[config.mk]
export PLATFORM = sky130hd
export DESIGN_NAME = multi_channel_power_on_timer_flat
export DESIGN_NICKNAME = d
export VERILOG_FILES = /design/src/rtl/mcpt_pkg.sv /design/src/rtl/mcpt_if.sv /design/src/rtl/mcpt_cell.sv /design/src/rtl/multi_channel_power_on_timer.sv /design/src/flat_wrapper.sv
export SDC_FILE = /design/constraint.sdc
export NUM_CORES = 1
export LEC_CHECK = 0
export BUFFER_PORTS_ARGS = -buffer_cell sky130_fd_sc_hd__buf_2
export CAP_MARGIN = 20
export CELL_PAD_IN_SITES_DETAIL_PLACEMENT = 0
export CELL_PAD_IN_SITES_GLOBAL_PLACEMENT = 1
export CORE_AREA = 2 2 154 193
export DETAILED_ROUTE_END_ITERATION = 8
export DIE_AREA = 0 0 156 195
export PLACE_DENSITY = 0.85
export SLEW_MARGIN = 20
export SYNTH_ARGS = -nofsm -noshare
export SYNTH_HDL_FRONTEND = slang
export SYNTH_HIERARCHICAL = 1
export SYNTH_SLANG_ARGS = --single-unit
[constraint.sdc]
create_clock -name clock -period 3.1 [get_ports clock]
set_input_delay 0 -clock clock [delete_from_list [all_inputs] [get_ports clock]]
set_output_delay 0 -clock clock [all_outputs]
set_load 0.01 [all_outputs]
[src/rtl/mcpt_pkg.sv]
// mcpt_pkg: shared types, codes and the per-channel update function
// for the multi-channel power-on timer. No dependencies.

package mcpt_pkg;

   // width of the per-channel masks on the result beat
   localparam int MASK_W = 4;

   // command codes on the request beat
   typedef enum logic [1:0] {
      CMD_TICK  = 2'd0,
      CMD_LOAD  = 2'd1,
      CMD_FLAGS = 2'd2,
      CMD_NONE  = 2'd3
   } cmd_type;

   // channel power codes
   typedef enum logic [1:0] {
      PWR_OFF     = 2'd0,
      PWR_ON      = 2'd1,
      PWR_UNKNOWN = 2'd2
   } power_type;

   // configuration register indexes
   localparam logic REG_HEARTBEAT_LIMIT = 1'b0;
   localparam logic REG_REPLY_LIMIT     = 1'b1;

   // sequencer states
   typedef enum logic [1:0] {
      ST_IDLE,
      ST_WALK,
      ST_REPORT
   } state_type;

   // one channel record, held by one cell of the ring
   typedef struct packed {
      power_type         power;
      logic [15:0]       length;
      logic [15:0]       elapsed;
   } chan_type;

   // result of advancing one channel by one tick
   typedef struct packed {
      chan_type next;
      logic     fire;
   } upd_type;

   // load code 3 maps to unknown
   function automatic power_type decode_power(input logic [1:0] code);
      power_type p;
      unique case (code)
         2'd0:    p = PWR_OFF;
         2'd1:    p = PWR_ON;
         default: p = PWR_UNKNOWN;
      endcase
      return p;
   endfunction

   // advance one channel record by one tick
   function automatic upd_type tick_chan(input chan_type c);
      upd_type u;
      u.next = c;
      u.fire = 1'b0;
      case (c.power)
         PWR_ON: begin
            if (c.length == 16'd0) begin
               u.next.power = PWR_UNKNOWN;
            end else if (c.elapsed >= c.length) begin
               u.next.power   = PWR_OFF;
               u.next.length  = 16'd0;
               u.next.elapsed = 16'd0;
               u.fire         = 1'b1;
            end else begin
               u.next.elapsed = c.elapsed + 16'd1;
            end
         end
         PWR_OFF: begin
            if (c.length != 16'd0) begin
               u.next.power = PWR_UNKNOWN;
            end
         end
         default: begin
            u.next = c;
         end
      endcase
      return u;
   endfunction

endpackage

[src/rtl/mcpt_if.sv]
// mcpt_if: valid/ready channel interfaces for request and result beats.
// Depends on nothing outside this file.

interface mcpt_req_if;
   logic        valid;
   logic        ready;
   logic [1:0]  command;
   logic [1:0]  device_index;
   logic [1:0]  power_state;
   logic [15:0] duration_ticks;
   logic [15:0] elapsed_ticks;
   logic        wait_reply_in;
   logic        logged_in_in;
   logic        heartbeat_ready_in;
   logic        clear_reply_count;
   logic [3:0]  closed_clear_mask;

   modport source (
      output valid, command, device_index, power_state, duration_ticks,
             elapsed_ticks, wait_reply_in, logged_in_in, heartbeat_ready_in,
             clear_reply_count, closed_clear_mask,
      input  ready
   );
   modport sink (
      input  valid, command, device_index, power_state, duration_ticks,
             elapsed_ticks, wait_reply_in, logged_in_in, heartbeat_ready_in,
             clear_reply_count, closed_clear_mask,
      output ready
   );
endinterface

interface mcpt_rsp_if;
   logic        valid;
   logic        ready;
   logic        heartbeat_ready;
   logic [15:0] reply_count;
   logic [3:0]  closed_ports;
   logic [3:0]  switched_off_now;
   logic [3:0]  unknown_channels;
   logic        waiting_reply;

   modport source (
      output valid, heartbeat_ready, reply_count, closed_ports,
             switched_off_now, unknown_channels, waiting_reply,
      input  ready
   );
   modport sink (
      input  valid, heartbeat_ready, reply_count, closed_ports,
             switched_off_now, unknown_channels, waiting_reply,
      output ready
   );
endinterface

[src/rtl/mcpt_cell.sv]
// mcpt_cell: one ring cell holding a channel record; takes its neighbor's
// record on a shift, or a direct load. Depends on mcpt_pkg.

module mcpt_cell (
   input  logic              clock,
   input  logic              reset,
   input  logic              shift_en,
   input  mcpt_pkg::chan_type shift_in,
   input  logic              load_en,
   input  mcpt_pkg::chan_type load_data,
   output mcpt_pkg::chan_type chan_out
);

   mcpt_pkg::chan_type chan_ff;
   mcpt_pkg::chan_type chan_in;

   // shift has priority; loads only happen while the ring rests
   always_comb begin
      chan_in = chan_ff;
      if (shift_en) begin
         chan_in = shift_in;
      end else if (load_en) begin
         chan_in = load_data;
      end
   end

   always_ff @(posedge clock) begin
      if (reset) begin
         chan_ff.power   <= mcpt_pkg::PWR_OFF;
         chan_ff.length  <= 16'd0;
         chan_ff.elapsed <= 16'd0;
      end else begin
         chan_ff <= chan_in;
      end
   end

   assign chan_out = chan_ff;

endmodule

[src/rtl/multi_channel_power_on_timer.sv]
// multi_channel_power_on_timer: top level, sequencer plus a ring of
// channel cells. Depends on mcpt_pkg, mcpt_if and mcpt_cell.
//
// Usage
//   req_bus carries one command per beat: tick, load a channel, or set
//   the host flags. rsp_bus returns exactly one status beat per request,
//   showing the state after that command. csr_* writes the heartbeat and
//   reply limits; write them only while the block is idle.
// Sequence
//   load / set-flags / unused command: the command takes effect at
//   acceptance, then ST_REPORT registers the status beat.
//   tick: the channel records rotate once through the ring in ST_WALK,
//   one record through the update logic per cycle, then ST_REPORT
//   registers the status beat; the next request is taken only in ST_IDLE.
//   One request is in work at a time.
// Reset
//   synchronous, active high: all channels off with zero counts, flags and
//   counters cleared, both limits back to 60, no result pending.
// Stall
//   a result held by a stalled receiver stays in the output register and
//   holds off the next request until the receiver takes it.

module multi_channel_power_on_timer #(
   parameter int NUM_CHANNELS = 4
) (
   input  logic           clock,
   input  logic           reset,
   mcpt_req_if.sink       req_bus,
   mcpt_rsp_if.source     rsp_bus,
   input  logic           csr_we,
   input  logic           csr_index,
   input  logic [15:0]    csr_wdata
);

   localparam int STEP_W = (NUM_CHANNELS > 1) ? $clog2(NUM_CHANNELS) : 1;
   localparam logic [STEP_W-1:0] LAST_STEP = STEP_W'(NUM_CHANNELS - 1);

   // control state
   mcpt_pkg::state_type state_ff, state_in;
   logic [STEP_W-1:0]   step_ff;
   logic                tick_ff;
   logic                rsp_valid_ff;

   // host-side state
   logic [15:0] hb_limit_ff, reply_limit_ff;
   logic [15:0] hb_count_ff, reply_ff, reply_in;
   logic        hb_flag_ff, await_ff, logged_ff;
   logic [3:0]  closed_ff, fired_ff;

   // result payload registers
   logic        rsp_hb_ff, rsp_wait_ff;
   logic [15:0] rsp_reply_ff;
   logic [3:0]  rsp_closed_ff, rsp_fired_ff, rsp_unk_ff;

   logic               accept, shift_en, report;
   mcpt_pkg::chan_type ring [NUM_CHANNELS];
   mcpt_pkg::chan_type load_data;
   mcpt_pkg::upd_type  head_upd;
   logic [3:0]         unk_mask, fire_bit;
   logic               load_cmd;

   // sequencer
   always_ff @(posedge clock) begin
      if (reset) begin
         state_ff <= mcpt_pkg::ST_IDLE;
      end else begin
         state_ff <= state_in;
      end
   end

   always_comb begin
      state_in       = state_ff;
      req_bus.ready  = 1'b0;
      shift_en       = 1'b0;
      report         = 1'b0;
      unique case (state_ff)
         mcpt_pkg::ST_IDLE: begin
            req_bus.ready = !rsp_valid_ff || rsp_bus.ready;
            if (req_bus.valid && req_bus.ready) begin
               state_in = (mcpt_pkg::cmd_type'(req_bus.command) == mcpt_pkg::CMD_TICK)
                          ? mcpt_pkg::ST_WALK : mcpt_pkg::ST_REPORT;
            end
         end
         mcpt_pkg::ST_WALK: begin
            shift_en = 1'b1;
            if (step_ff == LAST_STEP) begin
               state_in = mcpt_pkg::ST_REPORT;
            end
         end
         mcpt_pkg::ST_REPORT: begin
            report   = 1'b1;
            state_in = mcpt_pkg::ST_IDLE;
         end
         default: begin
            state_in = mcpt_pkg::ST_IDLE;
         end
      endcase
   end

   assign accept   = req_bus.valid && req_bus.ready;
   assign load_cmd = accept &&
                     (mcpt_pkg::cmd_type'(req_bus.command) == mcpt_pkg::CMD_LOAD);

   // walk step counter names the channel at the ring head
   always_ff @(posedge clock) begin
      if (reset) begin
         step_ff <= '0;
         tick_ff <= 1'b0;
      end else begin
         if (accept) begin
            step_ff <= '0;
            tick_ff <= (mcpt_pkg::cmd_type'(req_bus.command) == mcpt_pkg::CMD_TICK);
         end else if (shift_en) begin
            step_ff <= step_ff + STEP_W'(1);
         end
      end
   end

   // ring of channel cells; the head record passes the update on its way round
   assign head_upd = mcpt_pkg::tick_chan(ring[0]);

   always_comb begin
      load_data.power   = mcpt_pkg::decode_power(req_bus.power_state);
      load_data.length  = req_bus.duration_ticks;
      load_data.elapsed = req_bus.elapsed_ticks;
   end

   for (genvar i = 0; i < NUM_CHANNELS; i++) begin : g_cell
      mcpt_pkg::chan_type shift_src;
      logic               load_here;

      if (i == NUM_CHANNELS - 1) begin : g_tail
         assign shift_src = head_upd.next;
      end else begin : g_mid
         assign shift_src = ring[i+1];
      end

      if (i < mcpt_pkg::MASK_W) begin : g_addr
         assign load_here = load_cmd && (req_bus.device_index == 2'(i));
      end else begin : g_noaddr
         assign load_here = 1'b0;
      end

      mcpt_cell u_cell (
         .clock     (clock),
         .reset     (reset),
         .shift_en  (shift_en),
         .shift_in  (shift_src),
         .load_en   (load_here),
         .load_data (load_data),
         .chan_out  (ring[i])
      );
   end

   // unknown mask from the resting ring
   for (genvar b = 0; b < mcpt_pkg::MASK_W; b++) begin : g_unk
      if (b < NUM_CHANNELS) begin : g_have
         assign unk_mask[b] = (ring[b].power == mcpt_pkg::PWR_UNKNOWN);
      end else begin : g_none
         assign unk_mask[b] = 1'b0;
      end
   end

   // mask bit of the channel now at the head, if it expires
   always_comb begin
      fire_bit = '0;
      for (int b = 0; b < mcpt_pkg::MASK_W; b++) begin
         if (b < NUM_CHANNELS && step_ff == STEP_W'(b)) begin
            fire_bit[b] = shift_en && head_upd.fire;
         end
      end
   end

   // reply counter advances at most once per tick, after all channels
   always_comb begin
      reply_in = reply_ff;
      if (tick_ff && (await_ff || !logged_ff) && (reply_ff < reply_limit_ff)) begin
         reply_in = reply_ff + 16'd1;
      end
   end

   // configuration registers
   always_ff @(posedge clock) begin
      if (reset) begin
         hb_limit_ff    <= 16'd60;
         reply_limit_ff <= 16'd60;
      end else if (csr_we) begin
         unique case (csr_index)
            mcpt_pkg::REG_HEARTBEAT_LIMIT: hb_limit_ff    <= csr_wdata;
            mcpt_pkg::REG_REPLY_LIMIT:     reply_limit_ff <= csr_wdata;
            default:                       hb_limit_ff    <= hb_limit_ff;
         endcase
      end
   end

   // heartbeat, host flags, closed and fired masks and reply counter
   always_ff @(posedge clock) begin
      if (reset) begin
         hb_count_ff <= 16'd0;
         hb_flag_ff  <= 1'b0;
         await_ff    <= 1'b0;
         logged_ff   <= 1'b0;
         closed_ff   <= 4'd0;
         fired_ff    <= 4'd0;
         reply_ff    <= 16'd0;
      end else begin
         if (accept) begin
            fired_ff <= 4'd0;
            case (mcpt_pkg::cmd_type'(req_bus.command))
               mcpt_pkg::CMD_TICK: begin
                  if (!hb_flag_ff) begin
                     if (hb_count_ff >= hb_limit_ff) begin
                        hb_flag_ff  <= 1'b1;
                        hb_count_ff <= 16'd0;
                     end else begin
                        hb_count_ff <= hb_count_ff + 16'd1;
                     end
                  end
               end
               mcpt_pkg::CMD_FLAGS: begin
                  await_ff   <= req_bus.wait_reply_in;
                  logged_ff  <= req_bus.logged_in_in;
                  hb_flag_ff <= req_bus.heartbeat_ready_in;
                  closed_ff  <= closed_ff & ~req_bus.closed_clear_mask;
                  if (req_bus.clear_reply_count) begin
                     reply_ff <= 16'd0;
                  end
               end
               default: begin
               end
            endcase
         end else if (shift_en) begin
            fired_ff  <= fired_ff | fire_bit;
            closed_ff <= closed_ff | fire_bit;
            if (head_upd.fire) begin
               await_ff <= 1'b0;
            end
         end else if (report) begin
            reply_ff <= reply_in;
         end
      end
   end

   // result register
   always_ff @(posedge clock) begin
      if (reset) begin
         rsp_valid_ff <= 1'b0;
      end else if (report) begin
         rsp_valid_ff <= 1'b1;
      end else if (rsp_bus.ready) begin
         rsp_valid_ff <= 1'b0;
      end
   end

   always_ff @(posedge clock) begin
      if (report) begin
         rsp_hb_ff     <= hb_flag_ff;
         rsp_reply_ff  <= reply_in;
         rsp_closed_ff <= closed_ff;
         rsp_fired_ff  <= fired_ff;
         rsp_unk_ff    <= unk_mask;
         rsp_wait_ff   <= await_ff;
      end
   end

   assign rsp_bus.valid            = rsp_valid_ff;
   assign rsp_bus.heartbeat_ready  = rsp_hb_ff;
   assign rsp_bus.reply_count      = rsp_reply_ff;
   assign rsp_bus.closed_ports     = rsp_closed_ff;
   assign rsp_bus.switched_off_now = rsp_fired_ff;
   assign rsp_bus.unknown_channels = rsp_unk_ff;
   assign rsp_bus.waiting_reply    = rsp_wait_ff;

endmodule
[src/flat_wrapper.sv]
// flat-port wrapper written by rule: the top's interface ports become plain ports
module multi_channel_power_on_timer_flat 
#(
   parameter int NUM_CHANNELS = 4
)
  (clock, reset, csr_we, csr_index, csr_wdata, req_bus_valid, req_bus_command, req_bus_device_index, req_bus_power_state, req_bus_duration_ticks, req_bus_elapsed_ticks, req_bus_wait_reply_in, req_bus_logged_in_in, req_bus_heartbeat_ready_in, req_bus_clear_reply_count, req_bus_closed_clear_mask, req_bus_ready, rsp_bus_valid, rsp_bus_heartbeat_ready, rsp_bus_reply_count, rsp_bus_closed_ports, rsp_bus_switched_off_now, rsp_bus_unknown_channels, rsp_bus_waiting_reply, rsp_bus_ready);
  mcpt_req_if req_bus_i ();
  mcpt_rsp_if rsp_bus_i ();
  input  logic clock;
  input  logic reset;
  input  logic csr_we;
  input  logic csr_index;
  input  logic [15:0] csr_wdata;
  input wire logic [$bits(req_bus_i.valid)-1:0] req_bus_valid;
  input wire logic [$bits(req_bus_i.command)-1:0] req_bus_command;
  input wire logic [$bits(req_bus_i.device_index)-1:0] req_bus_device_index;
  input wire logic [$bits(req_bus_i.power_state)-1:0] req_bus_power_state;
  input wire logic [$bits(req_bus_i.duration_ticks)-1:0] req_bus_duration_ticks;
  input wire logic [$bits(req_bus_i.elapsed_ticks)-1:0] req_bus_elapsed_ticks;
  input wire logic [$bits(req_bus_i.wait_reply_in)-1:0] req_bus_wait_reply_in;
  input wire logic [$bits(req_bus_i.logged_in_in)-1:0] req_bus_logged_in_in;
  input wire logic [$bits(req_bus_i.heartbeat_ready_in)-1:0] req_bus_heartbeat_ready_in;
  input wire logic [$bits(req_bus_i.clear_reply_count)-1:0] req_bus_clear_reply_count;
  input wire logic [$bits(req_bus_i.closed_clear_mask)-1:0] req_bus_closed_clear_mask;
  output wire logic [$bits(req_bus_i.ready)-1:0] req_bus_ready;
  output wire logic [$bits(rsp_bus_i.valid)-1:0] rsp_bus_valid;
  output wire logic [$bits(rsp_bus_i.heartbeat_ready)-1:0] rsp_bus_heartbeat_ready;
  output wire logic [$bits(rsp_bus_i.reply_count)-1:0] rsp_bus_reply_count;
  output wire logic [$bits(rsp_bus_i.closed_ports)-1:0] rsp_bus_closed_ports;
  output wire logic [$bits(rsp_bus_i.switched_off_now)-1:0] rsp_bus_switched_off_now;
  output wire logic [$bits(rsp_bus_i.unknown_channels)-1:0] rsp_bus_unknown_channels;
  output wire logic [$bits(rsp_bus_i.waiting_reply)-1:0] rsp_bus_waiting_reply;
  input wire logic [$bits(rsp_bus_i.ready)-1:0] rsp_bus_ready;
  assign req_bus_i.valid = req_bus_valid;
  assign req_bus_i.command = req_bus_command;
  assign req_bus_i.device_index = req_bus_device_index;
  assign req_bus_i.power_state = req_bus_power_state;
  assign req_bus_i.duration_ticks = req_bus_duration_ticks;
  assign req_bus_i.elapsed_ticks = req_bus_elapsed_ticks;
  assign req_bus_i.wait_reply_in = req_bus_wait_reply_in;
  assign req_bus_i.logged_in_in = req_bus_logged_in_in;
  assign req_bus_i.heartbeat_ready_in = req_bus_heartbeat_ready_in;
  assign req_bus_i.clear_reply_count = req_bus_clear_reply_count;
  assign req_bus_i.closed_clear_mask = req_bus_closed_clear_mask;
  assign req_bus_ready = req_bus_i.ready;
  assign rsp_bus_valid = rsp_bus_i.valid;
  assign rsp_bus_heartbeat_ready = rsp_bus_i.heartbeat_ready;
  assign rsp_bus_reply_count = rsp_bus_i.reply_count;
  assign rsp_bus_closed_ports = rsp_bus_i.closed_ports;
  assign rsp_bus_switched_off_now = rsp_bus_i.switched_off_now;
  assign rsp_bus_unknown_channels = rsp_bus_i.unknown_channels;
  assign rsp_bus_waiting_reply = rsp_bus_i.waiting_reply;
  assign rsp_bus_i.ready = rsp_bus_ready;
  multi_channel_power_on_timer #(.NUM_CHANNELS(NUM_CHANNELS)) u_core (.clock(clock), .reset(reset), .req_bus(req_bus_i), .rsp_bus(rsp_bus_i), .csr_we(csr_we), .csr_index(csr_index), .csr_wdata(csr_wdata));
endmodule
==> impl_metrics.toml, run 1 <==
[worst_setup_path]
criticalPathCategory = "register to register"
max_stage_delay_ns = 0.59
r2r_end = "u_core/hb_flag_ff"
cp.depth = 9
r2r_cells = 9
worstPathMaxFanout = 5
crit_arrival_ns = 3.31
cp-start-kind = "register"
end_kind = "register"
crit_path_cell_trace = "inv_1, ha_1, nor2b_1, o21ai_0, a21oi_1, a2111oi_0, nor3_1, a2111oi_0, dlygate4sd3_1"
cp_slowest_cell = "dlygate4sd3_1"
cp_top_family = "compound AO/OA/AOI/OAI gates"
reg2reg_from = "u_core/hb_count_ff[0]"
crit_path_frequent_cell = "a2111oi_0"
required_ns = 3.58
reg2reg_slack_ns = 0.27
critical_path_buf_inv_count = 2

[sta]
rsz0062_at_grt = "false"
fmax_mhz = 353
setup_viol = 0
hold_viol = 0
final_max_slew_viol_count = 0
slew_headroom = 0.251
finClkSkew_ns = 0.0147
setup_tns_ns = 0
post-route-period-util = 0.913
post-route-min-period_ns = 2.83
worst_pin_slew_ns = 1.12
holdWs_ns = 0.0143

[yosys]
synth.area.mux_share = 0.104
syn_area_um2 = 13500
synthDominantCellAreaShare = 0.322
synth_top_family_by_area = "simple AND/OR/NAND/NOR gates"
syn_area_per_cell_um2 = 9.93
synthFlopType = "dfxtp_1"
synth_common_cells = "dfxtp_1, nor2b_1, mux2i_1, a211oi_2, nand2_1"
synth_top_area_cell = "dfxtp_1"
synthArstFlopShare = 0
synth-simple-area-share = 0.184
yosysMostFrequentCell = "dfxtp_1"
synth_edf_count = 30
synthAdderAreaFrac = 0.0500
postSynthCellCount = 1360
ys_top_cells_by_area = "dfxtp_1, a211oi_2, mux2i_1"
synth_xor_xnor_area_share = 0.0266
ys_seq_area_frac = 0.389
ys_ff_latch = 247
yosysUniqueCellTypes = 69
synth_compound_area_frac = 0.182
syn-num-nets = 1482
yosys_warnings = 6

[floorplanning]
core_region_area_um2 = 28400
io_pins = 100
fp.dieH_um = 195
rows = 69
die_w_um = 156
dieArea_um2 = 30400
start_util = 0.475

[power]
p_leak_uw = 0.00577
power_density_nw_per_um2 = 481
irDropWorstVdd_v = 0.000351

[cts]
postCtsSetupRepairBufs = 0
cts_tree = "done"
root_buffer = "clkbuf_16"
cts_made_buffers = 27
clk_latency_ns = 0.53
htreeDepth = 1
clk_pin_slew_ns = 0.06
clkSinkCount = 247
cts_max_path_buffers = 3
cts_resized = 0
ctsHoldBuffers = 68

[layout]
final_nets = 1610
layoutNonFillerInstCount = 1864
area_growth_pct = 15.5
layout-drive-gt1-share = 0.206
fillers = 2544

[routing]
wl_um = 33100
vias = 10300
wire_per_inst_um = 17.8
first_pass_iters = 5
drc = 0
drt_iter0_markers = 522
ant_nets = 0
routed_via_density = 5.53

[global_routing]
grt_use_total = 0.216
grt.overflow.total = 0
grt_pass1_vias = 10300
grt_max_degree = 78
antenna_found_initial = 0
grt_pass1_wl_um = 53500

[hold_path]
min_to = "u_core/logged_ff"
whs_path_depth = 4
hold_path_startpoint = "req_bus_valid"
hold_class = "input pin to register"

[place]
gp_congestion = 0.864
portBuffers = 99
dp_cells = 1746
hpwl_um = 21600

[job]
cap_violations = 0

[status]
status = "complete, no violations"
[sequential cells by signal (all words and copies together) (netlist names)]
signal and flops:
u_core/await_ff 1, u_core/closed_ff 4, u_core/fired_ff 4, u_core/g_cell.u_cell/chan_out 136, u_core/hb_count_ff 16, u_core/hb_flag_ff 1
u_core/hb_limit_ff 16, u_core/logged_ff 1, u_core/reply_ff 16, u_core/reply_limit_ff 16, u_core/rsp_bus.closed_ports 4, u_core/rsp_bus.heartbeat_ready 1
u_core/rsp_bus.reply_count 16, u_core/rsp_bus.switched_off_now 4, u_core/rsp_bus.unknown_channels 4, u_core/rsp_bus.valid 1, u_core/rsp_bus.waiting_reply 1, u_core/state_ff 2
u_core/step_ff 2, u_core/tick_ff 1
[metal layers]
layer  share of wire  global-route usage  vias up  routed length (um)
met5               0                   0        -                   0
met4           0.022              0.0547        0                 736
met3           0.041              0.0295       48                1350
met2            0.50               0.389      221               16500
met1            0.44               0.272     4937               14600
li1                -                   -     5096                   -
[worst max path at each step]
stage	start	to	slack, ns
after floorplan	u_core/state_ff[1]	u_core/reply_ff[11]	0.58
after global placement	u_core/reply_ff[13]	u_core/rsp_bus.reply_count[15]	0.54
after detailed placement	u_core/g_cell[0].u_cell/chan_out[2]	u_core/g_cell[3].u_cell/chan_out[30]	0.46
after CTS	u_core/hb_count_ff[0]	u_core/hb_flag_ff	0.33
after global routing	u_core/hb_count_ff[0]	u_core/hb_flag_ff	0.07
final	u_core/hb_count_ff[0]	u_core/hb_flag_ff	0.27
[tightest hold or removal path: cells and delay by family]
| kind | cells | cell delay, ns |
|---|---|---|
| and+or+nand+nor | 2 | 0.33 |
| AOI/OAI and AO/OA | 1 | 0.06 |
| buffers and inverters | 1 | 0.10 |
[stage by stage]
step	setup slack [ns]	power, uW	util	instance area, um^2
6_report	0.269	7500	0.549	15600
5_1_grt	0.0716	7840	0.549	15600
4_1_cts	0.328	7580	0.549	15600
3_5_place_dp	0.458	4450	0.496	14100
3_3_place_gp	0.541	4430	0.496	14100
2_1_floorplan	0.579	4190	-	13500
[logic make-up (layout without fill, tap and decap cells)]
| family | count (synthesis) | count (layout) |
|---|---|---|
| compound gates | 264 | 264 |
| mux | 140 | 140 |
| fa+ha+maj | 54 | 54 |
| buf+inv | 156 | 304 |
| xor+xnor | 41 | 41 |
| other cells | 0 | 1 |
| flops | 247 | 247 |
| simple gates | 458 | 458 |
[cell type report]
class / instances / area (um^2) / share of cell area
tap: 355 / 444 / 0.0285
sequential: 247 / 5250 / 0.336
timing repair buffer: 189 / 1410 / 0.0906
antenna: 1 / 2.50 / 0.000160
inverter: 66 / 248 / 0.0159
clock inverter: 17 / 129 / 0.00826
multi-input combinational: 957 / 7410 / 0.475
clock buffer: 32 / 704 / 0.0452
[placed cells by master, fill, tap and decap left out, types with 6 or more instances in the layout]
master	count
dfxtp_1	217
nor2b_1	154
mux2i_1	139
a211oi_2	120
nand2_1	106
buf_2	98
dlygate4sd3_1	68
inv_1	62
nor2_1	57
ha_1	54
a21oi_1	47
nand3_1	31
edfxtp_1	30
clkbuf_16	27
nor3_1	25
xor2_1	23
o21ai_0	22
nand4_1	19
xnor2_1	18
a211oi_1	18
buf_4	17
and3_1	9
nand2b_1	8
nor3_2	8
a211o_1	7
clkinvlp_4	6
a31oi_1	6
nor4_1	6
and4_1	6
[report_power, final]
| group | internal [uW] | leakage (uW) | switching, uW | total (uW) |
|---|---|---|---|---|
| Clock | 1710 | 0.000393 | 1340 | 3060 |
| Sequential | 3390 | 0.00205 | 104 | 3490 |
| Combinational | 419 | 0.00333 | 538 | 957 |
| Total | 5520 | 0.00577 | 1990 | 7500 |
Power figures use the tool's default switching activity.
==> run 2: changes to the inputs <==
CORE_AREA = 2 2 162 204   (was 2 2 154 193)
DIE_AREA = 0 0 164 206   (was 0 0 156 195)
PLACE_DENSITY = 0.78   (was 0.85)
clock period = 2.3 ns   (was 3.1 ns; I/O delays follow)
==> impl_metrics.toml, run 2 (synthesis results as in run 1) <==
[power]
internal_power_uw = 7960
p_leak_uw = 0.00642
power.switching_uw = 2790
totalPowerFinal_uw = 10800
swShare = 0.260
irDropWorstVdd_v = 0.000509
power_density_nw_per_um2 = 626
p_clk_frac = 0.415
pwr-share-seq = 0.436
p_comb_frac = 0.149

[floorplanning]
core_region_area_um2 = 32100
die_w_um = 164
start_util = 0.420
rows = 74
dieArea_um2 = 33800
io_pins = 100
fp.dieH_um = 206

[hold_path]
hold_class = "input pin to register"

[routing]
first_pass_iters = 5
ant_nets = 0
drt_iter0_markers = 459
drc = 0
vias = 10700
routed_via_density = 5.27
wire_per_inst_um = 18.0
wl_um = 36600

[status]
failed_checks = "setup timing"
status = "complete, but fails checks"

[sta]
fmax_mhz = 427
final_max_slew_viol_count = 0
post-route-min-period_ns = 2.34
rsz0062_at_grt = "true"
setup_viol = 12
finClkSkew_ns = 0.0128
layout_setup_ws_ns = -0.0426
slew_headroom = 0.655
hold_viol = 0
post-route-period-util = 1.02
worst_pin_slew_ns = 0.516

[cts]
root_buffer = "clkbuf_16"
cts_tree = "done"
cts_made_buffers = 28
clkSinkCount = 247
cts_max_path_buffers = 3
clk_latency_ns = 0.56
htreeDepth = 1
clk_pin_slew_ns = 0.06

[place]
post-place-ws_ns = -0.132
hpwl_um = 23600
gp_congestion = 0.835
portBuffers = 99
dp_cells = 1884

[worst_setup_path]
crit_path_cell_trace = "inv_2, ha_4, a211oi_4, nor2_2, nor4b_4, buf_4, nand3_4, buf_12, or4_1, o211ai_1"
reg2reg_slack_ns = -0.04
max_stage_delay_ns = 0.51
cp_top_family = "simple AND/OR/NAND/NOR gates"
required_ns = 2.77
cp-start-kind = "register"
end_kind = "register"
worstPathMaxFanout = 7
criticalPathCategory = "register to register"
crit_arrival_ns = 2.81
critical_path_buf_inv_count = 3
cp_slowest_cell = "or4_1"

[global_routing]
grt_pass1_vias = 10700
grt_use_total = 0.207
grt.overflow.total = 0
antenna_found_initial = 2
grt_max_degree = 78
grt_pass1_wl_um = 56000

[layout]
final_nets = 1714
final_cell_mix = "dfxtp_1, mux2i_1, nor2b_1, a211oi_2, nand2_1"
fillers = 2827
area_growth_pct = 27.2
layout-drive-gt1-share = 0.315
largest_reg_flops = 136
layoutNonFillerInstCount = 2033
final_util = 0.535
layout_commonest_cell = "dfxtp_1"

[job]
cap_violations = 0
run 2: cell types whose count changed in the layout (fill, tap and decap cells not counted), moves of 8 or more:
cell | previous run | this run
nor2_1 | 57 | 28
inv_1 | 62 | 54
dfxtp_1 | 217 | 201
buf_6 | 0 | 10
dlygate4sd3_1 | 68 | 76
nor2_2 | 0 | 15
nor2_4 | 0 | 14
nor2b_2 | 0 | 19
buf_4 | 17 | 93
nor2b_1 | 154 | 135
dfxtp_2 | 0 | 16
o21ai_0 | 22 | 14
run 2: final timing paths:
kind                             startpoint                        endpoint  cells after the start
setup / recovery  u_core/reply_limit_ff[13]              u_core/reply_ff[6]                     10
hold / removal                rsp_bus_ready            u_core/rsp_bus.valid                      5
setup reg to reg  u_core/reply_limit_ff[13]              u_core/reply_ff[6]                     10
hold reg to reg         u_core/closed_ff[0]  u_core/rsp_bus.closed_ports[0]                      0
run 2: layout make-up:
class,count,area (um^2),area share
clock inverters,9,75.1,0.00437
repair buffers,292,2360,0.138
inverters,66,250,0.0146
diodes,2,5.00,0.000291
well taps,418,523,0.0304
multi-input cells,957,7850,0.457
clock buffers,42,846,0.0492
flip-flops and latches,247,5270,0.307
run 2: power groups by stage:
stage | combinational, uW | sequential [uW] | clock (uW)
floorplan | 882 | 4760 | 0
global placement | 1320 | 4770 | 0
detailed placement | 1340 | 4770 | 0
CTS | 1510 | 4680 | 4570
global route | 1740 | 4710 | 4750
finish | 1600 | 4690 | 4470
run 2: repair_timing:
action                     in CTS  in global routing
resized for setup              43                103
hold buffers                   76                  0
setup buffers                   5                  6
setup endpoints to repair      54                182
hold endpoints to repair      182                  0
cloned                          2                  7
pin swaps                      14                 55
run 2: per-layer routing:
layer	global-route usage	vias up	wire length (um)
li1	-	5310	-
met4	0.0623	0	916
met1	0.248	5160	15800
met5	0	-	0
met3	0.0311	54	1240
met2	0.378	192	18700
run 2: worst min-delay path: cells and delay by family:
family / cells / cell delay [ns]
simple gates: 3 / 0.34
buf+inv: 2 / 0.23
run 2: metrics by stage:
stage	hold slack, ns	setup TNS [ns]	area, um^2
2_1_floorplan	0.118	0	13500
3_3_place_gp	0.237	-0.637	14800
3_5_place_dp	0.242	-2.80	14800
4_1_cts	0.0231	-0.375	16600
5_1_grt	0.0819	-3.31	17200
6_report	0.0627	-0.138	17200
==> run 3: changes to the inputs <==
ABC_CLOCK_PERIOD_IN_PS = 2300   (was not set)
CELL_PAD_IN_SITES_DETAIL_PLACEMENT = 1   (was 0)
CELL_PAD_IN_SITES_GLOBAL_PLACEMENT = 2   (was 1)
CORE_AREA = 2 2 177 222   (was 2 2 162 204)
DIE_AREA = 0 0 179 224   (was 0 0 164 206)
PLACE_DENSITY = 0.79   (was 0.78)
==> impl_metrics.toml, run 3 (synthesis results as in run 1) <==
[worst_setup_path]
critical_path_buf_inv_count = 1
cp-start-kind = "register"
r2r_cells = 9
cp_slowest_cell = "a211o_4"
end_kind = "register"
worstPathMaxFanout = 7
crit_path_cell_trace = "inv_1, ha_1, a21oi_1, o21ai_0, a211o_4, and2_4, nor2_1, nor2b_1, a211oi_2"
crit_arrival_ns = 2.86
max_stage_delay_ns = 0.38
required_ns = 2.77
criticalPathCategory = "register to register"
reg2reg_slack_ns = -0.08
r2r_end = "u_core/g_cell[3].u_cell/chan_out[19]"
reg2reg_from = "u_core/g_cell[0].u_cell/chan_out[29]"
cp_top_family = "compound AO/OA/AOI/OAI gates"

[place]
dp_cells = 1960
place_area_um2 = 14900
hpwl_um = 26900
portBuffers = 99
gp_congestion = 0.788
post-place-ws_ns = -0.141

[floorplanning]
rows = 80
core_region_area_um2 = 37900
dieArea_um2 = 40100
io_pins = 100
die_w_um = 179
fp.dieH_um = 224
start_util = 0.356

[power]
p_leak_uw = 0.00658
power_density_nw_per_um2 = 651
power.switching_uw = 3060
p_clk_frac = 0.434
swShare = 0.268
irDropWorstVdd_v = 0.000601
pwr-share-seq = 0.411
internal_power_uw = 8360
p_comb_frac = 0.155

[global_routing]
grt_util_met3 = 0.0260
busiest_layer = "met2"
antenna_found_initial = 0
grt_use_total = 0.201
grt_pass1_vias = 11600
grt_max_degree = 70
use_met2 = 0.374
grtUsageMet1 = 0.238
grt.overflow.total = 0
grt_pass1_wl_um = 63700

[hold_path]
whs_path_depth = 5
hold_path_startpoint = "req_bus_valid"
hold_class = "input pin to register"
min_to = "u_core/state_ff[0]"

[cts]
cts_max_path_buffers = 3
clkSinkCount = 247
htreeDepth = 1
clk_latency_ns = 0.57
cts_tree = "done"
clk_pin_slew_ns = 0.07
cts_made_buffers = 29
root_buffer = "clkbuf_16"

[layout]
layoutNonFillerInstCount = 2115
num_antenna_cells = 0
final_cell_mix = "dfxtp_1, nor2b_1, mux2i_1, a211oi_2, nand2_1"
final_nets = 1723
final_area_um2 = 17500
layout-drive-gt1-share = 0.318
layout_commonest_cell = "dfxtp_1"
area_growth_pct = 29.8
largest_reg_flops = 136

[job]
cap_violations = 0

[sta]
hold_viol = 0
setup_viol = 8
setup_tns_ns = -0.275
post-route-period-util = 1.04
fmax_mhz = 420
holdWs_ns = 0.0709
layout_setup_ws_ns = -0.0830
post-route-min-period_ns = 2.38
final_max_slew_viol_count = 0
finClkSkew_ns = 0.0220
slew_headroom = 0.248
worst_pin_slew_ns = 1.13
rsz0062_at_grt = "true"

[routing]
drc = 0
routed_via_density = 5.24
vias = 11100
wl_um = 43600
wire_per_inst_um = 20.6
ant_nets = 0
first_pass_iters = 4
drt_iter0_markers = 450

[status]
failed_checks = "setup timing"
status = "complete, but fails checks"
==> run 3: cell count changes in the layout (fill, tap and decap cells not counted), sizes merged, moves of 2 or more <==
cell         change
diode            -2
and2             +3
bufinv           +2
buf              +8
dlygate4sd3      -2
clkbuf           -2
==> run 3: repair_timing <==
| action | 4_1_cts | 5_1_grt |
|---|---|---|
| hold endpoints to repair | 179 | 0 |
| endpoints found under the setup margin | 80 | 193 |
| gates resized for setup | 57 | 99 |
| pin swaps | 21 | 45 |
| gates cloned | 3 | 8 |
| hold buffers | 74 | 0 |
| setup buffers | 7 | 12 |
==> run 3: routing by layer <==
layer  vias up  share of wire
met2       172           0.52
met3        63          0.031
li1       5327              -
met4         0          0.028
met5         -              0
met1      5530           0.42
==> run 3: power groups by stage <==
| stage | Combinational [uW] | Sequential, uW | Clock (uW) |
|---|---|---|---|
| 2_1_floorplan | 882 | 4760 | 0 |
| 3_3_place_gp | 1360 | 4770 | 0 |
| 3_5_place_dp | 1400 | 4780 | 0 |
| 4_1_cts | 1590 | 4690 | 5060 |
| 5_1_grt | 1900 | 4720 | 5230 |
| 6_report | 1770 | 4700 | 4950 |
==> run 3: how the worst max path moves through the flow <==
stage | startpoint | endpoint | slack (ns) | cells after the start
after global placement | u_core/g_cell[0].u_cell/chan_out[16] | u_core/g_cell[3].u_cell/chan_out[8] | -0.05 | 10
after CTS | u_core/rsp_bus.valid | u_core/g_cell[0].u_cell/chan_out[3] | -0.03 | 9
after detailed placement | u_core/reply_limit_ff[15] | u_core/rsp_bus.reply_count[1] | -0.14 | 9
final | u_core/g_cell[0].u_cell/chan_out[29] | u_core/g_cell[3].u_cell/chan_out[19] | -0.08 | 9
after global routing | u_core/g_cell[0].u_cell/chan_out[18] | u_core/g_cell[3].u_cell/chan_out[19] | -0.12 | 10
after floorplan | u_core/g_cell[0].u_cell/chan_out[18] | u_core/g_cell[3].u_cell/chan_out[30] | 0.004 | 12
==> run 3: per-stage QoR <==
step           utilization  total power, uW
2_1_floorplan            -             5640
5_1_grt              0.462            11800
3_5_place_dp         0.392             6180
3_3_place_gp         0.392             6130
4_1_cts              0.446            11300
6_report             0.462            11400
==> run 3: worst register-to-register path, cell delays in order (launching register included) <==
cell	delay (ns)
dfxtp_1	0.37
inv_1	0.11
ha_1	0.33
a21oi_1	0.26
o21ai_0	0.21
a211o_4	0.38
and2_4	0.21
nor2_1	0.10
nor2b_1	0.07
a211oi_2	0.27
==> run 3: final cells by class <==
| type | count | area, um^2 |
|---|---|---|
| Timing Repair Buffer | 297 | 2430 |
| Tap cell | 492 | 616 |
| Clock buffer | 41 | 875 |
| Fill cell | 4188 | 20400 |
| Inverter | 66 | 248 |
| Multi-Input combinational cell | 960 | 7940 |
| Clock inverter | 12 | 146 |
| Sequential cell | 247 | 5270 |
